<file path="src/rtl/fdtp_pkg.sv">
// Package for the flattened device tree structure parser.
// Holds token values, walk phases, event kinds and the state and event structs.
// Used by fdtp_step, fdt_struct_token_parser_top and the testbench; depends on nothing else.
`default_nettype none

package fdtp_pkg;

    // Big-endian token values of the structure block.
    localparam logic [31:0] TOK_BEGIN_NODE = 32'h0000_0001;
    localparam logic [31:0] TOK_END_NODE   = 32'h0000_0002;
    localparam logic [31:0] TOK_PROP       = 32'h0000_0003;
    localparam logic [31:0] TOK_NOP        = 32'h0000_0004;
    localparam logic [31:0] TOK_END        = 32'h0000_0009;

    // Configuration register indexes.
    localparam logic CFG_SIZE_LIMIT   = 1'b0;
    localparam logic CFG_STRINGS_BASE = 1'b1;

    localparam logic [31:0] SIZE_LIMIT_RESET   = 32'hFFFF_FFFF;
    localparam logic [31:0] STRINGS_BASE_RESET = 32'h0000_0000;

    // Walk phase, one-hot.
    typedef enum logic [4:0] {
        PH_TOKEN = 5'b00001,
        PH_NAME  = 5'b00010,
        PH_PLEN  = 5'b00100,
        PH_POFF  = 5'b01000,
        PH_SKIP  = 5'b10000
    } t_phase;

    // Event kinds reported on the result channel.
    typedef enum logic [2:0] {
        EV_BEGIN   = 3'd0,
        EV_ENDNODE = 3'd1,
        EV_NOP     = 3'd2,
        EV_PROP    = 3'd3,
        EV_END     = 3'd4,
        EV_BAD     = 3'd5,
        EV_OVERRUN = 3'd6
    } t_event_kind;

    // Walker state apart from the byte position.
    typedef struct packed {
        t_phase      phase;
        logic [31:0] word_shift;
        logic [1:0]  byte_index;
        logic [31:0] skip_count;
        logic [31:0] size_latch;
        logic        finished;
    } t_walk_state;

    // One result event.
    typedef struct packed {
        t_event_kind kind;
        logic [31:0] item_offset;
        logic [31:0] prop_size;
        logic [31:0] name_address;
    } t_event;

endpackage

`default_nettype wire

</file>
<file path="src/rtl/fdtp_byte_if.sv">
// Request channel carrying one structure-block byte per request.
// Depends on nothing else.
`default_nettype none

interface fdtp_byte_if;
    logic       valid;
    logic       ready;
    logic [7:0] data_byte;

    modport source (output valid, output data_byte, input ready);
    modport sink   (input valid, input data_byte, output ready);
endinterface

`default_nettype wire

</file>
<file path="src/rtl/fdtp_event_if.sv">
// Result channel carrying one parser event per request.
// Depends on nothing else.
`default_nettype none

interface fdtp_event_if;
    logic        valid;
    logic        ready;
    logic [2:0]  event_kind;
    logic [31:0] item_offset;
    logic [31:0] prop_size;
    logic [31:0] name_address;

    modport source (output valid, output event_kind, output item_offset,
                    output prop_size, output name_address, input ready);
    modport sink   (input valid, input event_kind, input item_offset,
                    input prop_size, input name_address, output ready);
endinterface

`default_nettype wire

</file>
<file path="src/rtl/fdtp_step.sv">
// Per-byte next-state and event logic of the structure walker.
// Depends on fdtp_pkg; purely combinational, registered by the top level.
`default_nettype none

module fdtp_step #(
    parameter int OFFSET_BITS = 32
) (
    input  fdtp_pkg::t_walk_state     i_state,
    input  wire [OFFSET_BITS-1:0]     i_position,
    input  wire [7:0]                 i_data_byte,
    input  wire [31:0]                i_size_limit,
    input  wire [31:0]                i_strings_base,
    output fdtp_pkg::t_walk_state     o_state,
    output logic [OFFSET_BITS-1:0]    o_position,
    output logic                      o_event_valid,
    output fdtp_pkg::t_event          o_event
);
    import fdtp_pkg::*;

    localparam int EXT_W = (OFFSET_BITS > 32) ? OFFSET_BITS : 32;

    logic [OFFSET_BITS-1:0] pos_next;
    logic [EXT_W-1:0]       pos_next_ext;
    logic [31:0]            offset_next;
    logic                   over_limit;
    logic [31:0]            word_new;
    logic                   word_done;
    logic [31:0]            prop_addr;
    logic [32:0]            padded_sum;
    logic [31:0]            padded;

    // Position arithmetic and the byte budget check.
    assign pos_next     = i_position + OFFSET_BITS'(1);
    assign pos_next_ext = EXT_W'(pos_next);
    assign offset_next  = pos_next_ext[31:0];
    assign over_limit   = EXT_W'(i_position) >= EXT_W'(i_size_limit);

    // Word assembly and the property arithmetic.
    assign word_new   = {i_state.word_shift[23:0], i_data_byte};
    assign word_done  = (i_state.byte_index == 2'd3);
    assign prop_addr  = i_strings_base + word_new;
    assign padded_sum = {1'b0, i_state.size_latch} + 33'd3;
    assign padded     = padded_sum[32] ? 32'hFFFF_FFFF : {padded_sum[31:2], 2'b00};

    always_comb begin
        o_state       = i_state;
        o_position    = i_position;
        o_event_valid = 1'b0;
        o_event       = '{kind: EV_BEGIN, item_offset: 32'd0, prop_size: 32'd0,
                          name_address: 32'd0};

        if (i_state.finished) begin
            // After the end token or an error every byte is dropped.
            o_state = i_state;
        end else if (over_limit) begin
            o_state.finished = 1'b1;
            o_event_valid    = 1'b1;
            o_event.kind     = EV_OVERRUN;
        end else begin
            o_state.word_shift = word_new;
            o_state.byte_index = i_state.byte_index + 2'd1;
            o_position         = pos_next;

            unique case (i_state.phase)
                PH_NAME: begin
                    // Name ends at its NUL byte, then pads to the word boundary.
                    if (i_data_byte == 8'd0) begin
                        if (word_done) begin
                            o_state.phase = PH_TOKEN;
                        end else begin
                            o_state.phase      = PH_SKIP;
                            o_state.skip_count = 32'd3 - 32'(i_state.byte_index);
                        end
                    end
                end
                PH_PLEN: begin
                    if (word_done) begin
                        o_state.size_latch = word_new;
                        o_state.phase      = PH_POFF;
                    end
                end
                PH_POFF: begin
                    // Name offset complete: report the property, skip its payload.
                    if (word_done) begin
                        o_event_valid        = 1'b1;
                        o_event.kind         = EV_PROP;
                        o_event.item_offset  = offset_next;
                        o_event.prop_size    = i_state.size_latch;
                        o_event.name_address = prop_addr;
                        if (padded == 32'd0) begin
                            o_state.phase = PH_TOKEN;
                        end else begin
                            o_state.phase      = PH_SKIP;
                            o_state.skip_count = padded;
                        end
                    end
                end
                PH_SKIP: begin
                    o_state.skip_count = i_state.skip_count - 32'd1;
                    if (i_state.skip_count == 32'd1) begin
                        o_state.phase = PH_TOKEN;
                    end
                end
                default: begin
                    // Token phase; unused phase codes behave the same.
                    o_state.phase = PH_TOKEN;
                    if (word_done) begin
                        o_event_valid = 1'b1;
                        case (word_new)
                            TOK_BEGIN_NODE: begin
                                o_event.kind        = EV_BEGIN;
                                o_event.item_offset = offset_next;
                                o_state.phase       = PH_NAME;
                            end
                            TOK_END_NODE: o_event.kind = EV_ENDNODE;
                            TOK_NOP:      o_event.kind = EV_NOP;
                            TOK_PROP: begin
                                o_event_valid = 1'b0;
                                o_state.phase = PH_PLEN;
                            end
                            TOK_END: begin
                                o_event.kind     = EV_END;
                                o_state.finished = 1'b1;
                            end
                            default: begin
                                o_event.kind     = EV_BAD;
                                o_state.finished = 1'b1;
                            end
                        endcase
                    end
                end
            endcase
        end
    end

endmodule

`default_nettype wire

</file>
<file path="src/rtl/fdt_struct_token_parser_top.sv">
// Top level of the flattened device tree structure-block parser.
// Depends on fdtp_pkg, fdtp_byte_if, fdtp_event_if and fdtp_step.
//
//   Channel    Direction  Contents
//   i_byte     in         data_byte, one structure-block byte per request
//   o_event    out        event_kind, item_offset, prop_size, name_address
//   i_cfg_*    in         write port: 0 size_limit, 1 strings_base
//
// One byte is taken every clock unless a held result stalls input; each byte
// is handled by the step logic and at most one event lands in the output register.
// A new byte is accepted while the output register is empty or being drained,
// so a stalled result stalls input only as long as it is held.
// Synchronous active-low reset returns the walker to the token phase at offset 0.
`default_nettype none

module fdt_struct_token_parser_top #(
    parameter int OFFSET_BITS = 32
) (
    input  wire         i_clk,
    input  wire         i_rst_n,
    input  wire         i_cfg_we,
    input  wire         i_cfg_index,
    input  wire [31:0]  i_cfg_wdata,
    fdtp_byte_if.sink   i_byte,
    fdtp_event_if.source o_event
);
    import fdtp_pkg::*;

    t_walk_state            r_state;
    t_walk_state            n_state;
    logic [OFFSET_BITS-1:0] r_position;
    logic [OFFSET_BITS-1:0] n_position;
    logic [31:0]            r_size_limit;
    logic [31:0]            r_strings_base;
    logic                   r_out_valid;
    t_event                 r_out;
    logic                   step_event_valid;
    t_event                 step_event;
    logic                   in_fire;

    // Accept while the output register is free or being taken this cycle.
    assign i_byte.ready = !r_out_valid || o_event.ready;
    assign in_fire      = i_byte.valid && i_byte.ready;

    fdtp_step #(
        .OFFSET_BITS (OFFSET_BITS)
    ) u_step (
        .i_state        (r_state),
        .i_position     (r_position),
        .i_data_byte    (i_byte.data_byte),
        .i_size_limit   (r_size_limit),
        .i_strings_base (r_strings_base),
        .o_state        (n_state),
        .o_position     (n_position),
        .o_event_valid  (step_event_valid),
        .o_event        (step_event)
    );

    // Configuration registers.
    always_ff @(posedge i_clk) begin
        if (!i_rst_n) begin
            r_size_limit   <= SIZE_LIMIT_RESET;
            r_strings_base <= STRINGS_BASE_RESET;
        end else if (i_cfg_we) begin
            unique case (i_cfg_index)
                CFG_SIZE_LIMIT:   r_size_limit   <= i_cfg_wdata;
                CFG_STRINGS_BASE: r_strings_base <= i_cfg_wdata;
                default:          r_size_limit   <= r_size_limit;
            endcase
        end
    end

    // Walker state, updated on each accepted byte.
    always_ff @(posedge i_clk) begin
        if (!i_rst_n) begin
            r_state    <= '{phase: PH_TOKEN, word_shift: 32'd0, byte_index: 2'd0,
                            skip_count: 32'd0, size_latch: 32'd0, finished: 1'b0};
            r_position <= '0;
        end else if (in_fire) begin
            r_state    <= n_state;
            r_position <= n_position;
        end
    end

    // Output register valid flag.
    always_ff @(posedge i_clk) begin
        if (!i_rst_n) begin
            r_out_valid <= 1'b0;
        end else if (in_fire && step_event_valid) begin
            r_out_valid <= 1'b1;
        end else if (o_event.ready) begin
            r_out_valid <= 1'b0;
        end
    end

    // Output payload.
    always_ff @(posedge i_clk) begin
        if (in_fire && step_event_valid) begin
            r_out <= step_event;
        end
    end

    assign o_event.valid        = r_out_valid;
    assign o_event.event_kind   = r_out.kind;
    assign o_event.item_offset  = r_out.item_offset;
    assign o_event.prop_size    = r_out.prop_size;
    assign o_event.name_address = r_out.name_address;

endmodule

`default_nettype wire

</file>
<file path="src/flat_wrapper.sv">
// flat-port wrapper written by rule: the top's interface ports become plain ports
module fdt_struct_token_parser_top_flat import fdtp_pkg::*;
#(
    parameter int OFFSET_BITS = 32
)
  (i_clk, i_rst_n, i_cfg_we, i_cfg_index, i_cfg_wdata, i_byte_valid, i_byte_data_byte, i_byte_ready, o_event_valid, o_event_event_kind, o_event_item_offset, o_event_prop_size, o_event_name_address, o_event_ready);
  fdtp_byte_if i_byte_i ();
  fdtp_event_if o_event_i ();
  input  wire i_clk;
  input  wire i_rst_n;
  input  wire i_cfg_we;
  input  wire i_cfg_index;
  input  wire [31:0] i_cfg_wdata;
  input wire logic [$bits(i_byte_i.valid)-1:0] i_byte_valid;
  input wire logic [$bits(i_byte_i.data_byte)-1:0] i_byte_data_byte;
  output wire logic [$bits(i_byte_i.ready)-1:0] i_byte_ready;
  output wire logic [$bits(o_event_i.valid)-1:0] o_event_valid;
  output wire logic [$bits(o_event_i.event_kind)-1:0] o_event_event_kind;
  output wire logic [$bits(o_event_i.item_offset)-1:0] o_event_item_offset;
  output wire logic [$bits(o_event_i.prop_size)-1:0] o_event_prop_size;
  output wire logic [$bits(o_event_i.name_address)-1:0] o_event_name_address;
  input wire logic [$bits(o_event_i.ready)-1:0] o_event_ready;
  assign i_byte_i.valid = i_byte_valid;
  assign i_byte_i.data_byte = i_byte_data_byte;
  assign i_byte_ready = i_byte_i.ready;
  assign o_event_valid = o_event_i.valid;
  assign o_event_event_kind = o_event_i.event_kind;
  assign o_event_item_offset = o_event_i.item_offset;
  assign o_event_prop_size = o_event_i.prop_size;
  assign o_event_name_address = o_event_i.name_address;
  assign o_event_i.ready = o_event_ready;
  fdt_struct_token_parser_top #(.OFFSET_BITS(OFFSET_BITS)) u_core (.i_clk(i_clk), .i_rst_n(i_rst_n), .i_cfg_we(i_cfg_we), .i_cfg_index(i_cfg_index), .i_cfg_wdata(i_cfg_wdata), .i_byte(i_byte_i), .o_event(o_event_i));
endmodule
</file>
<file path="config.mk">
export PLATFORM = sky130hd
export DESIGN_NAME = fdt_struct_token_parser_top_flat
export DESIGN_NICKNAME = d
export VERILOG_FILES = /design/src/rtl/fdtp_pkg.sv /design/src/rtl/fdtp_byte_if.sv /design/src/rtl/fdtp_event_if.sv /design/src/rtl/fdtp_step.sv /design/src/rtl/fdt_struct_token_parser_top.sv /design/src/flat_wrapper.sv
export SDC_FILE = /design/constraint.sdc
export NUM_CORES = 1
export LEC_CHECK = 0
export BUFFER_PORTS_ARGS = -buffer_cell sky130_fd_sc_hd__buf_2
export CORE_ASPECT_RATIO = 0.9
export CORE_MARGIN = 2
export CORE_UTILIZATION = 30
export CTS_CLUSTER_SIZE = 30
export DETAILED_ROUTE_END_ITERATION = 10
export PLACE_DENSITY = 0.55
export SYNTH_ARGS = -nofsm -noshare
export SYNTH_HDL_FRONTEND = slang
export SYNTH_SLANG_ARGS = --single-unit
</file>
<file path="constraint.sdc">
create_clock -name i_clk -period 8.2 [get_ports i_clk]
set_input_delay 0.82 -clock i_clk [delete_from_list [all_inputs] [get_ports i_clk]]
set_output_delay 0.82 -clock i_clk [all_outputs]
set_load 0.005 [all_outputs]
</file>
* Word level (Yosys, flattened, before mapping)
Index checks and enable logic that the tools add are counted.
** Operators by class
- Add/subtract/negate cells :: 6
- Magnitude comparators :: 1
- Equality and inequality tests :: 17
- Mux-type cells :: 34
- Bitwise operators :: 5
- Reductions and logical operators :: 20
** Operator list (number)
- 32-bit two-way mux :: 6
- 98-bit two-way mux :: 1
- 32-bit case mux with 3 select lines :: 1
- 35-bit case mux with 2 select lines :: 1
- 32-bit by 1-bit == test with 1-bit output, second input constant :: 2
- 32-bit by 2-bit == test with 1-bit output, second input constant :: 2
- 35-bit two-way mux :: 1
- 32-bit by 2-bit adder with 33-bit output, second input constant :: 1
- 32-bit by 1-bit adder with 32-bit output, second input constant :: 1
- 32-bit adder :: 1
- 32-bit by 3-bit == test with 1-bit output, second input constant :: 1
- 32-bit by 4-bit == test with 1-bit output, second input constant :: 1
- 32-bit greater-or-equal comparator :: 1
- 32-bit zero test :: 1
- 32-bit by 1-bit subtractor with 32-bit output, second input constant :: 1
- 5-bit two-way mux :: 6
- 5-bit case mux with 4 select lines :: 1
- 1-bit two-way mux :: 12
- 2-bit inequality test, second input constant :: 6
- 3-bit case mux with 4 select lines :: 1
- 4-bit OR reduction :: 3
- 8-bit zero test :: 1
- 8-bit AND reduction :: 1
- 7-bit AND reduction :: 1
- other kinds (21) :: 29
** Word-level totals
- Flip-flop bits (word level) :: 300
- Output and inout port bits :: 101
- Logic and storage cells :: 98

* Longest topological paths before layout
- Word-level depth :: 8
- Depth in mapped cells :: 13

* Modules after synthesis
From an unflattened synthesis, not the netlist that was laid out.
** Second synthesis, totals
- Cells, all modules :: 2191
- Area total of the unflattened synthesis :: 18049.8 um2
** By module, submodules not included
- fdt_struct_token_parser_top :: times used 1, cells each 975, area each 10640.2 um2
- fdtp_step :: times used 1, cells each 1216, area each 7409.6 um2

* Worst setup path after synthesis
OpenSTA, ideal clock, no wires.
- Path type :: reg-to-reg
- Start point :: register u_core.r_position[22]
- End point :: register u_core.r_out, in the netlist u_core.o_event.event_kind[0], enable pin
- Library setup time :: 0.569 ns
- Arrival :: 6.185 ns
- Setup slack :: 1.446 ns
- Stages on the path, launching flop included :: 10
- Path buffers :: 0
- Period minus slack after synthesis :: 6.754 ns
- Cells stage by stage :: dfxtp_1 ha_1 nand4_1 nor3_1 nand2_1 o311ai_0 and2_1 nor2_1 a31oi_1 nor2b_1
** On the way
- Longest elaborated chain between the ends :: 4
** Ends and longest elaborated chain
- start: declaration :: line fdt_struct_token_parser_top.sv:31 : logic [OFFSET_BITS-1:0] r_position;
- start signal: assignment :: line fdt_struct_token_parser_top.sv:81 : r_position <= n_position;
- 32-bit greater-or-equal comparator :: line fdtp_step.sv:36 : assign over_limit = EXT_W'(i_position) >= EXT_W'(i_size_limit);
- 1-bit two-way mux :: line fdtp_step.sv:55 : end else if (over_limit) begin
- 1-bit two-way mux :: line fdtp_step.sv:52 : if (i_state.finished) begin
- 1-bit logical AND :: line fdt_struct_token_parser_top.sv:98 : if (in_fire && step_event_valid) begin
- end signal: assignment :: line fdt_struct_token_parser_top.sv:99 : r_out <= step_event;
- end: declaration :: line fdt_struct_token_parser_top.sv:36 : t_event r_out;
Every way passes these cells.
A chain may end at the register's enable or synchronous reset.

* Final worst setup path
- Start point :: register u_core.r_position[11]
- End point :: register u_core.r_state[21] (netlist name)
** On the way
- Longest elaborated chain between the ends :: 3
** Ends and longest elaborated chain
- 32-bit greater-or-equal comparator :: line fdtp_step.sv:36
- 1-bit NOT (no source line)
- 5-bit AND reduction (no source line)
- end signal: assignment :: line fdt_struct_token_parser_top.sv:76 : r_state <= '{phase: PH_TOKEN, word_shift: 32'd0, byte_index: 2'd0,
- end signal: assignment :: line fdt_struct_token_parser_top.sv:80 : r_state <= n_state;
- end: declaration :: line fdt_struct_token_parser_top.sv:29 : t_walk_state r_state;
Every way passes these cells.

==> results.sh <==
export IMPL_outcome="completed"
export IMPL_worstSkewPairLatency_ns=0.56
export IMPL_dp_hpwl_mm=31.9
export IMPL_diodes=0
export IMPL_yosysTopAreaCellShare=0.249
export IMPL_yosys_most_used_dff="dfxtp_1"
export IMPL_area_growth_pct=15.6
export IMPL_fin_crit_ns=4.04
export IMPL_fin_util=0.349
export IMPL_wire_per_inst_um=17.3
export IMPL_finalCritPeriodShare=0.493
export IMPL_core_area_sq_mm=0.0514
export IMPL_p_leak_nw=6.98
export IMPL_switching_share=0.242
export IMPL_whs_ns=0.473
export IMPL_via_per_inst=5.00
export IMPL_synth_seq_cells=292
export IMPL_chipHeight_um=220
export IMPL_path_max_fanout=41
export IMPL_antenna_found_initial=3
export IMPL_power_switching_uw=797
export IMPL_finalMaxSlewViolations=0
export IMPL_cp_arrival_ns=4.44
export IMPL_root_buffer="clkbuf_16"
export IMPL_synthCells=1760
export IMPL_grtUsageTotal=0.165
export IMPL_cts_resized=0
export IMPL_drive_gt1_frac=0.133
export IMPL_final_cell_mix="315 x nand2_1, 193 x dfxtp_1, 145 x buf_2, 118 x nor2_1, 112 x a21boi_0"
export IMPL_routed_wl_mm=44.5
export IMPL_nFillCells=5388
export IMPL_hold_viol=0
export IMPL_grt_pass1_wl_mm=69.8
export IMPL_p_seq_frac=0.468
export IMPL_routabilityCongestion=0.839
export IMPL_die_w_um=244
export IMPL_synth_edf_count=99
export IMPL_grt_max_degree=112
export IMPL_maxCapViolCount=0
export IMPL_drc=0
export IMPL_syn_nets=1874
export IMPL_worst_slew_pin_transition_ns=1.18
export IMPL_rows=79
export IMPL_first_global_vias=12300
export IMPL_skew_ns=0.0412
export IMPL_ir_drop_v=0.000116
export IMPL_ant_nets=0
export IMPL_dr_first_iter_drc_count=981
export IMPL_final_common_cell="nand2_1"
export IMPL_fin_tns_setup_ns=0
export IMPL_ys_seq_area_frac=0.441
export IMPL_postSynthAreaPerCell_sq_um=8.81
export IMPL_cp_end_kind="flip-flop"
export IMPL_ctsHoldBuffers=0
export IMPL_yosys_area_top_type="dfxtp_1"
export IMPL_max_freq_mhz=247
export IMPL_cp_required_ns=8.60
export IMPL_powerDensity_mw_per_mm2=184
export IMPL_io_pins=147
export IMPL_synth_area_sq_mm=0.0155
export IMPL_setup_viol=0
export IMPL_synth_distinct_cells=73
export IMPL_internal_power_mw=2.50
export IMPL_cts_inserted_buffers=35
export IMPL_pre_cts_ws_ns=4.20
export IMPL_yosysWarnings=0
export IMPL_cts_tree="built"
export IMPL_multiInputGateArea_sq_mm=0.00809
export IMPL_htreeDepth=2
export IMPL_criticalPathCategory="reg -> reg"
export IMPL_rsz0062_at_grt="false"
export IMPL_clkTransAtPathRegs_ns=0.06
export IMPL_initial_utilization=0.302
export IMPL_async_flop_share=0
export IMPL_seq_area_sq_mm=0.00684
export IMPL_io_buffer_count=146
export IMPL_ys_top_cells_by_area="dfxtp_1 25%, edfxtp_1 19%, nand2_1 7.6%"
export IMPL_post_cts_buffers=0
export IMPL_firstDrtPassIters=5
export IMPL_cp_start_kind="flip-flop"
export IMPL_die_area_sq_mm=0.0535
export IMPL_nets=1964
export IMPL_cts_sinks=292
export IMPL_power_total_mw=3.29
export IMPL_pwr_share_clk=0.465
export IMPL_clock_path_buffers=3
export IMPL_relSlewSlack=0.214
export IMPL_worst_slack_ns=4.16
export IMPL_hp_class="reg -> reg"
export IMPL_overflow=0
export IMPL_comb_power_share=0.067
export IMPL_route_vias_total=12800
-- power groups by stage --
stage	clock (mW)	combinational [mW]	sequential, mW
CTS	1.58	0.221	1.54
global placement	0	0.218	1.57
global route	1.62	0.249	1.54
finish	1.53	0.222	1.54
floorplan	0	0.152	1.56
detailed placement	0	0.220	1.57
-- critical path, stage by stage, from the launching register on --
cell and delay (ns):
dfxtp_1 0.48, ha_1 0.32, a21oi_1 0.16, o21ai_0 0.15, a211oi_1 0.21, o311ai_0 0.34
a211oi_4 0.32, buf_4 0.37, nor2b_2 0.24, nand3_1 0.82, nand2_1 0.31, a21boi_0 0.13
-- registers in the layout (all words and copies together) (netlist names) --
signal and count:
u_core.r_state 96, u_core.r_position 32, u_core.r_size_limit 32, u_core.o_event.item_offset 32, u_core.o_event.prop_size 32, u_core.o_event.valid 1
u_core.o_event.name_address 32, u_core.o_event.event_kind 3, u_core.r_strings_base 32
-- metrics by stage --
step / std cells / cell area, sq um
5_1_grt: 2564 / 17900
3_3_place_gp: 2501 / 16800
6_report: 2564 / 17900
4_1_cts: 2564 / 17900
2_1_floorplan: 1760 / 15500
3_5_place_dp: 2501 / 16800
-- synthesized netlist by cell type (5+ instances only) --
| cell type | n |
|---|---|
| nand2_1 | 315 |
| dfxtp_1 | 193 |
| nor2_1 | 118 |
| a21boi_0 | 112 |
| edfxtp_1 | 99 |
| a21oi_1 | 90 |
| o21ai_0 | 80 |
| clkbuf_1 | 77 |
| xnor2_1 | 69 |
| ha_1 | 67 |
| and3_1 | 55 |
| inv_1 | 47 |
| xor2_1 | 42 |
| nand3_1 | 41 |
| o211ai_1 | 36 |
| nor3_1 | 35 |
| and2_1 | 27 |
| or3_1 | 22 |
| nand4_1 | 20 |
| buf_2 | 18 |
| nor2b_1 | 14 |
| nor4_1 | 14 |
| a21o_1 | 11 |
| a22oi_1 | 10 |
| a31o_2 | 10 |
| nand2b_1 | 9 |
| a211oi_1 | 8 |
| and4_1 | 8 |
| buf_1 | 7 |
| mux2i_1 | 7 |
| o21a_1 | 7 |
| o22ai_1 | 7 |
| or2_2 | 7 |
| o31ai_1 | 6 |
| a31oi_1 | 5 |
| o21bai_1 | 5 |
| or4_1 | 5 |
-- path summary, 6_finish.rpt --
kind,cells past startpoint,from,end,slack (ns)
setup / recovery,11,u_core.r_position[11],u_core.r_state[21],4.16
hold / removal,2,u_core.r_strings_base[2],u_core.r_strings_base[2],0.47
setup reg to reg,11,u_core.r_position[11],u_core.r_state[21],4.16
hold reg to reg,2,u_core.r_strings_base[2],u_core.r_strings_base[2],0.47
-- layout make-up --
class,count,area share
clock buffer,50,0.0566
clock inverter,13,0.00600
inverter,47,0.00984
multi-input combinational,1315,0.452
sequential,292,0.382
tap,688,0.0480
timing repair buffer,159,0.0464
-- cell families after synthesis --
family,after synthesis,synth area share
XOR/XNOR,111,0.0627
multiplexers,7,0.00452
flip-flops,292,0.441
buffers and inverters,153,0.0400
AND/OR/NAND/NOR,712,0.220
adder cells (fa/ha/maj),68,0.0554
AO/OA/AOI/OAI,417,0.177
-- per-layer routing --
metal	vias to the layer above	wire length (um)	GRT usage
met5	-	40	0
met1	6048	21900	0.230
met4	6	1250	0.0618
met3	72	2420	0.0291
met2	309	18900	0.253
li1	6382	-	-
No activity file was read; power rests on OpenSTA's default activity.
